`src/hw/rtl/bir_pkg.sv`:
```
package bir_pkg;

    localparam int COORD_W   = 12;
    localparam int STEP_W    = 24;
    localparam int CH_W      = 8;
    localparam int SIDE_W    = 9;
    localparam int PIX_W     = 3 * CH_W;
    localparam int CFG_IDX_W = 2;
    localparam int POS_W     = COORD_W + STEP_W;

    localparam logic [CFG_IDX_W-1:0] REG_SRC_WIDTH  = 2'd0;
    localparam logic [CFG_IDX_W-1:0] REG_SRC_HEIGHT = 2'd1;
    localparam logic [CFG_IDX_W-1:0] REG_STEP_X     = 2'd2;
    localparam logic [CFG_IDX_W-1:0] REG_STEP_Y     = 2'd3;

    localparam logic OP_LOAD = 1'b0;
    localparam logic OP_REQ  = 1'b1;

    typedef struct packed {
        logic               op;
        logic [COORD_W-1:0] col;
        logic [COORD_W-1:0] row;
        logic [PIX_W-1:0]   pixel;
    } item_t;

    typedef struct packed {
        logic [SIDE_W-1:0] src_width;
        logic [SIDE_W-1:0] src_height;
        logic [STEP_W-1:0] step_x;
        logic [STEP_W-1:0] step_y;
    } cfg_t;

endpackage

```
`src/hw/rtl/bir_front.sv`:
```
module bir_front
    import bir_pkg::*;
#(
    parameter int MAX_SRC_SIDE = 256
) (
    input  logic               clk,
    input  logic               rst_n,
    input  logic               in_valid,
    output logic               in_ready,
    input  logic               kind,
    input  logic [COORD_W-1:0] pos_col,
    input  logic [COORD_W-1:0] pos_row,
    input  logic [CH_W-1:0]    in_red,
    input  logic [CH_W-1:0]    in_green,
    input  logic [CH_W-1:0]    in_blue,
    output logic               q_valid,
    input  logic               q_ready,
    output item_t              q_item
);

    localparam int DEPTH = 4;
    localparam int PTR_W = 2;

    item_t            queue_reg [DEPTH];
    logic [PTR_W-1:0] wr_ptr_reg, wr_ptr_next;
    logic [PTR_W-1:0] rd_ptr_reg, rd_ptr_next;
    logic [PTR_W:0]   count_reg, count_next;
    logic             keep;
    logic             push;
    logic             pop;
    item_t            new_item;

    // loads outside the store are dropped here
    always_comb
    begin
        keep = (kind == OP_REQ) ||
               ((32'(pos_col) < MAX_SRC_SIDE) && (32'(pos_row) < MAX_SRC_SIDE));
        new_item.op    = kind;
        new_item.col   = pos_col;
        new_item.row   = pos_row;
        new_item.pixel = {in_red, in_green, in_blue};
    end

    assign in_ready = (count_reg != (PTR_W + 1)'(DEPTH));
    assign q_valid  = (count_reg != '0);
    assign q_item   = queue_reg[rd_ptr_reg];
    assign push     = in_valid && in_ready && keep;
    assign pop      = q_valid && q_ready;

    always_comb
    begin
        wr_ptr_next = push ? wr_ptr_reg + 1'b1 : wr_ptr_reg;
        rd_ptr_next = pop ? rd_ptr_reg + 1'b1 : rd_ptr_reg;
        count_next  = count_reg + (PTR_W + 1)'(push) - (PTR_W + 1)'(pop);
    end

    always_ff @(posedge clk or negedge rst_n)
    begin
        if (!rst_n)
        begin
            wr_ptr_reg <= '0;
            rd_ptr_reg <= '0;
            count_reg  <= '0;
        end
        else
        begin
            wr_ptr_reg <= wr_ptr_next;
            rd_ptr_reg <= rd_ptr_next;
            count_reg  <= count_next;
        end
    end

    always_ff @(posedge clk)
    begin
        if (push)
        begin
            queue_reg[wr_ptr_reg] <= new_item;
        end
    end

endmodule

```
`config.mk`:
```
export PLATFORM = sky130hd
export DESIGN_NAME = bir_front
export DESIGN_NICKNAME = d
export VERILOG_FILES = /design/src/hw/rtl/bir_pkg.sv /design/src/hw/rtl/bir_front.sv
export SDC_FILE = /design/constraint.sdc
export NUM_CORES = 1
export LEC_CHECK = 0
export ABC_AREA = 1
export BUFFER_PORTS_ARGS = -buffer_cell sky130_fd_sc_hd__buf_2
export CAP_MARGIN = 10
export CORE_MARGIN = 5
export CORE_UTILIZATION = 55
export DETAILED_ROUTE_END_ITERATION = 8
export HOLD_SLACK_MARGIN = 0.02
export PLACE_DENSITY = 0.87
export SYNTH_ARGS = -nofsm -noshare
export SYNTH_HDL_FRONTEND = slang
export SYNTH_SLANG_ARGS = --single-unit
```
`constraint.sdc`:
```
create_clock -name clk -period 6.9 [get_ports clk]
set_clock_uncertainty 0.1 [all_clocks]
set_input_delay 0.69 -clock clk [delete_from_list [all_inputs] [get_ports clk]]
set_output_delay 0.69 -clock clk [all_outputs]
set_load 0.005 [all_outputs]
```
# After elaboration in Yosys (flattened, before gate mapping)
# Memories as Yosys holds them, arrays and structs flattened.
# Index checks and enable logic that the tools add are counted.
[word_totals]
regBits = 7
mem_bits_rw = 196
wordCells = 19
mem_count = 1
[mem_list]
columns = ["memory", "depth", "width", "rd", "rd_clocked_by_memory_dff", "wr", "line_no", "text"]
rows = [
  ["queue_reg", 4, 49, 1, 0, 1, "bir_front.sv:24", "item_t queue_reg [DEPTH];"],
]
[op_classes]
n_addsub = 4
magnitude_cmp = 2
n_eq_ne = 1
muxes = 2
n_reduce_logical = 6
[op_table]
columns = ["op", "count"]
rows = [
  ["12-bit by 9-bit less-than comparator with 1-bit output (second input constant)", 2],
  ["2-bit by 1-bit adder with 2-bit output (second input constant)", 2],
  ["1-bit logical AND", 4],
  ["3-bit by 1-bit adder with 3-bit output", 1],
  ["3-bit inequality test (second input constant)", 1],
  ["3-bit nonzero test", 1],
  ["3-bit by 1-bit subtractor with 3-bit output", 1],
  ["1-bit two-way mux", 2],
  ["1-bit logical OR", 1],
]

# Logic depth before layout (Yosys ltp)
[logic_depth]
word_depth = 6
depth_mapped = 9
depth_no_buf = 9

# Worst setup path after synthesis
# No wires, ideal clock.
[synth_timing]
kind = "input port to flip-flop"
startpoint = "input pos_row[8]"
endpoint = "memory queue_reg[0][0] (netlist name) (enable)"
arrival_ns = 3.236
slack_ns = 3.108
stages = 5
path_buffers = 0
path_cell_list = "nor2_1 nand2_1 o21ai_1 nand2_2 nor2_1"
[synth_via]
elab_chain_cells = 6
[synth_lines]
columns = ["element", "line_no", "text"]
rows = [
  ["start: declaration", "bir_front.sv:12", "input logic [COORD_W-1:0] pos_row,"],
  ["12-bit by 9-bit less-than comparator with 1-bit output", "bir_front.sv:37", "((32'(pos_col) < MAX_SRC_SIDE) && (32'(pos_row) < MAX_SRC_SIDE));"],
  ["1-bit logical AND", "bir_front.sv:37", ""],
  ["1-bit logical OR", "bir_front.sv:36", "keep = (kind == OP_REQ) ||"],
  ["1-bit logical AND", "bir_front.sv:47", "assign push = in_valid && in_ready && keep;"],
  ["1-bit two-way mux", "bir_front.sv:75", "if (push)"],
  ["1-bit two-way mux (not written as such)", "bir_front.sv:77", "queue_reg[wr_ptr_reg] <= new_item;"],
  ["end: declaration", "bir_front.sv:24", ""],
]
# No other way between the ends.

==> flow_metrics.py <==
metrics = {
    "cells_and_area": {
        "final_nets": 688,
        "antenna_cells_inserted": 0,
        "syn_to_final_growth_pct": 16.0,
        "final_area_um2": 8920,
        "drive_above_1_share": 0.228,
        "post-route-util": 0.648,
        "instances_no_fill": 821,
        "largest_reg_flops": 196,
    },
    "worst_hold_path": {
        "hold_depth": 1,
        "hp-class": "in -> reg",
        "hold_end": "queue_reg[3][0]",
        "min_from": "in_blue[0]",
    },
    "critical_path": {
        "r2r_setup_slack_ps": 4360,
        "r2r-end": "queue_reg[0][41]",
        "r2r_start": "count_reg[1]",
        "required_ps": 6110,
        "crit_fanout": 100,
        "endpoint_kind": "output pin",
        "arrival_ps": 2810,
        "r2r_cells": 6,
        "critPathKind": "reg -> out",
        "cp-start-kind": "register",
    },
    "routing": {
        "num_vias": 4849,
        "wl_um": 16300,
        "first_pass_iters": 6,
        "drc": 0,
        "drt_iter0_drc": 663,
        "drtAntennaViolNets": 0,
        "avgRoutedWirePerCell_um": 19.8,
        "vias_per_cell": 5.91,
    },
    "clock_network": {
        "clkSlewWorstSetupHoldPaths_ps": 60,
        "clockRootBuffer": "clkbuf_16",
        "numCtsBuffers": 20,
        "cts_max_path_buffers": 3,
        "cts.sinks": 203,
        "tritoncts": "built",
        "cts_resized": 0,
        "h-tree-depth": 1,
        "clock_latency_ps": 480,
    },
    "power_and_ir_drop": {
        "p_sw_mw": 1.20,
        "p_per_area_nw_per_um2": 406,
        "pwr-share-clk": 0.269,
        "power_frac_seq": 0.461,
        "p_int_mw": 2.42,
        "design_power_total_mw": 3.62,
        "irDropWorstVdd_uv": 273,
        "combPwrFrac": 0.270,
        "leakagePower_nw": 3.11,
        "p_sw_frac": 0.330,
    },
    "timing": {
        "hold_viol": 0,
        "fmax_mhz": 278,
        "relSlewSlack": 0.327,
        "fin_crit_ps": 3600,
        "setup_violations": 0,
        "period_share": 0.522,
        "grt_setup_unrepaired": "no",
        "layout_setup_ws_ps": 3300,
        "report.final.slew_viol_count": 0,
        "fin_hold_ws_ps": 322,
        "tns_ps": 0,
        "tightestPinTransition_ps": 1010,
    },
    "synthesis": {
        "synthFlopType": "edfxtp_1",
        "yosys.cell_types.count": 23,
        "ys_ff_latch": 203,
        "synth-simple-area-share": 0.0616,
        "syn_inst": 529,
        "muxShareOfSynthArea": 0,
        "syn_nets": 589,
        "syn_area_um2": 7690,
        "synth_compound_area_frac": 0.104,
        "synth_edf_count": 196,
        "synth_top_family_by_area": "compound AO/OA/AOI/OAI gates",
        "yosys_warnings": 0,
        "synth_xor_area_frac": 0.00342,
        "async_reset_ff_frac": 0.0345,
        "ys_seq_area_frac": 0.788,
        "synth.avg_cell_area_um2": 14.5,
        "synthAdderAreaFrac": 0.0124,
    },
    "run": {
        "max_cap_viol_count": 0,
    },
    "global_routing": {
        "grt_pass1_wl_um": 25300,
        "grt_start_max_net_pins": 101,
        "grt_pass1_vias": 4866,
        "grt_usage": 0.196,
        "overflow": 0,
        "antenna_found_initial": 1,
    },
    "place": {
        "place_worst_setup_slack_ps": 3780,
        "dp_cells": 785,
        "routabilityCongestion": 0.795,
        "hpwl_um": 9630,
        "placed_area_um2": 8320,
        "portBuffers": 103,
    },
    "die": {
        "rows": 43,
        "die_w_um": 128,
        "core-area_um2": 13800,
        "start_util": 0.559,
        "io_pins": 104,
        "die_area_um2": 16500,
        "die_h_um": 128,
    },
    "outcome": {
        "outcome": "finished clean",
    },
}
[cells in the final DEF (no fill, tap or decap), types with 2 or more instances in the layout]
cell type	count
edfxtp_1	196
nor2_1	105
buf_2	103
o21ai_0	96
o22ai_1	49
clkbuf_16	21
inv_1	12
nand2_1	8
ha_1	6
clkinv_2	6
clkinv_1	5
dfrtp_1	5
nor2_4	4
buf_4	4
nand3_1	3
o21ai_1	3
xor2_1	2
clkbuf_1	2
[repair_timing]
item                                    CTS  global route
hold endpoints to repair                  7             0
endpoints found under the setup margin    0             0
hold buffers                              1             0
setup buffers                             0             0
[per-layer routing]
layer	vias up	wire length [um]	track usage	part of all wire
met1	2396	6540	0.268	0.40
met3	34	1320	0.0396	0.081
met2	253	8070	0.322	0.50
met5	-	7	0	0.00043
met4	2	327	0.0568	0.020
li1	2164	-	-	-
[cells by family (layout without fill, tap and decap cells)]
| family | count (synthesis) | count (layout) |
|---|---|---|
| flops | 203 | 203 |
| compound gates | 148 | 148 |
| simple gates | 123 | 123 |
| buf+inv | 45 | 157 |
| fa+ha+maj | 7 | 7 |
| xor+xnor | 3 | 3 |
[critical path, cell delays in order, from the launching register on]
cell and delay [ps]:
dfrtp_4 1080, inv_6 450, o21ai_0 380, o22ai_1 190, buf_2 170
[power groups by stage]
stage          clock network (mW)  logic [mW]  registers (mW)
2_1_floorplan                   0       0.691            1.57
3_3_place_gp                    0       0.939            1.68
3_5_place_dp                    0       0.977            1.69
4_1_cts                     0.984       0.989            1.67
5_1_grt                      1.04        1.09            1.69
6_report                    0.973       0.978            1.67
[cells in the mapped netlist (4+ instances only)]
master	instances	share of area
inv_1	12	0.0059
buf_2	10	0.0065
nor2_1	109	0.053
edfxtp_1	196	0.77
clkbuf_2	8	0.0052
dfrtp_1	7	0.023
ha_1	6	0.0098
clkbuf_1	7	0.0034
buf_6	4	0.0059
o21ai_0	96	0.062
nand2_1	8	0.0039
o22ai_1	49	0.040
[how the worst max path moves through the flow]
stage | from | end | slack [ps]
after CTS | rd_ptr_reg[0] | q_item[39] | 3330
after global routing | rd_ptr_reg[0] | q_item[39] | 3180
after global placement | pos_row[8] | queue_reg[0][37] | 3870
after detailed placement | pos_col[8] | queue_reg[0][40] | 3780
after floorplan | pos_row[8] | queue_reg[0][0] | 3110
final | rd_ptr_reg[0] | q_item[39] | 3300
[cell type report]
class	count	area (um^2)
multi-input combinational	281	1430
clock inverter	12	56.3
clock buffer	23	533
tap	180	225
fill	950	4850
sequential	203	6070
timing repair buffer	108	556
inverter	14	57.6
(Power assumes the default switching activity.)
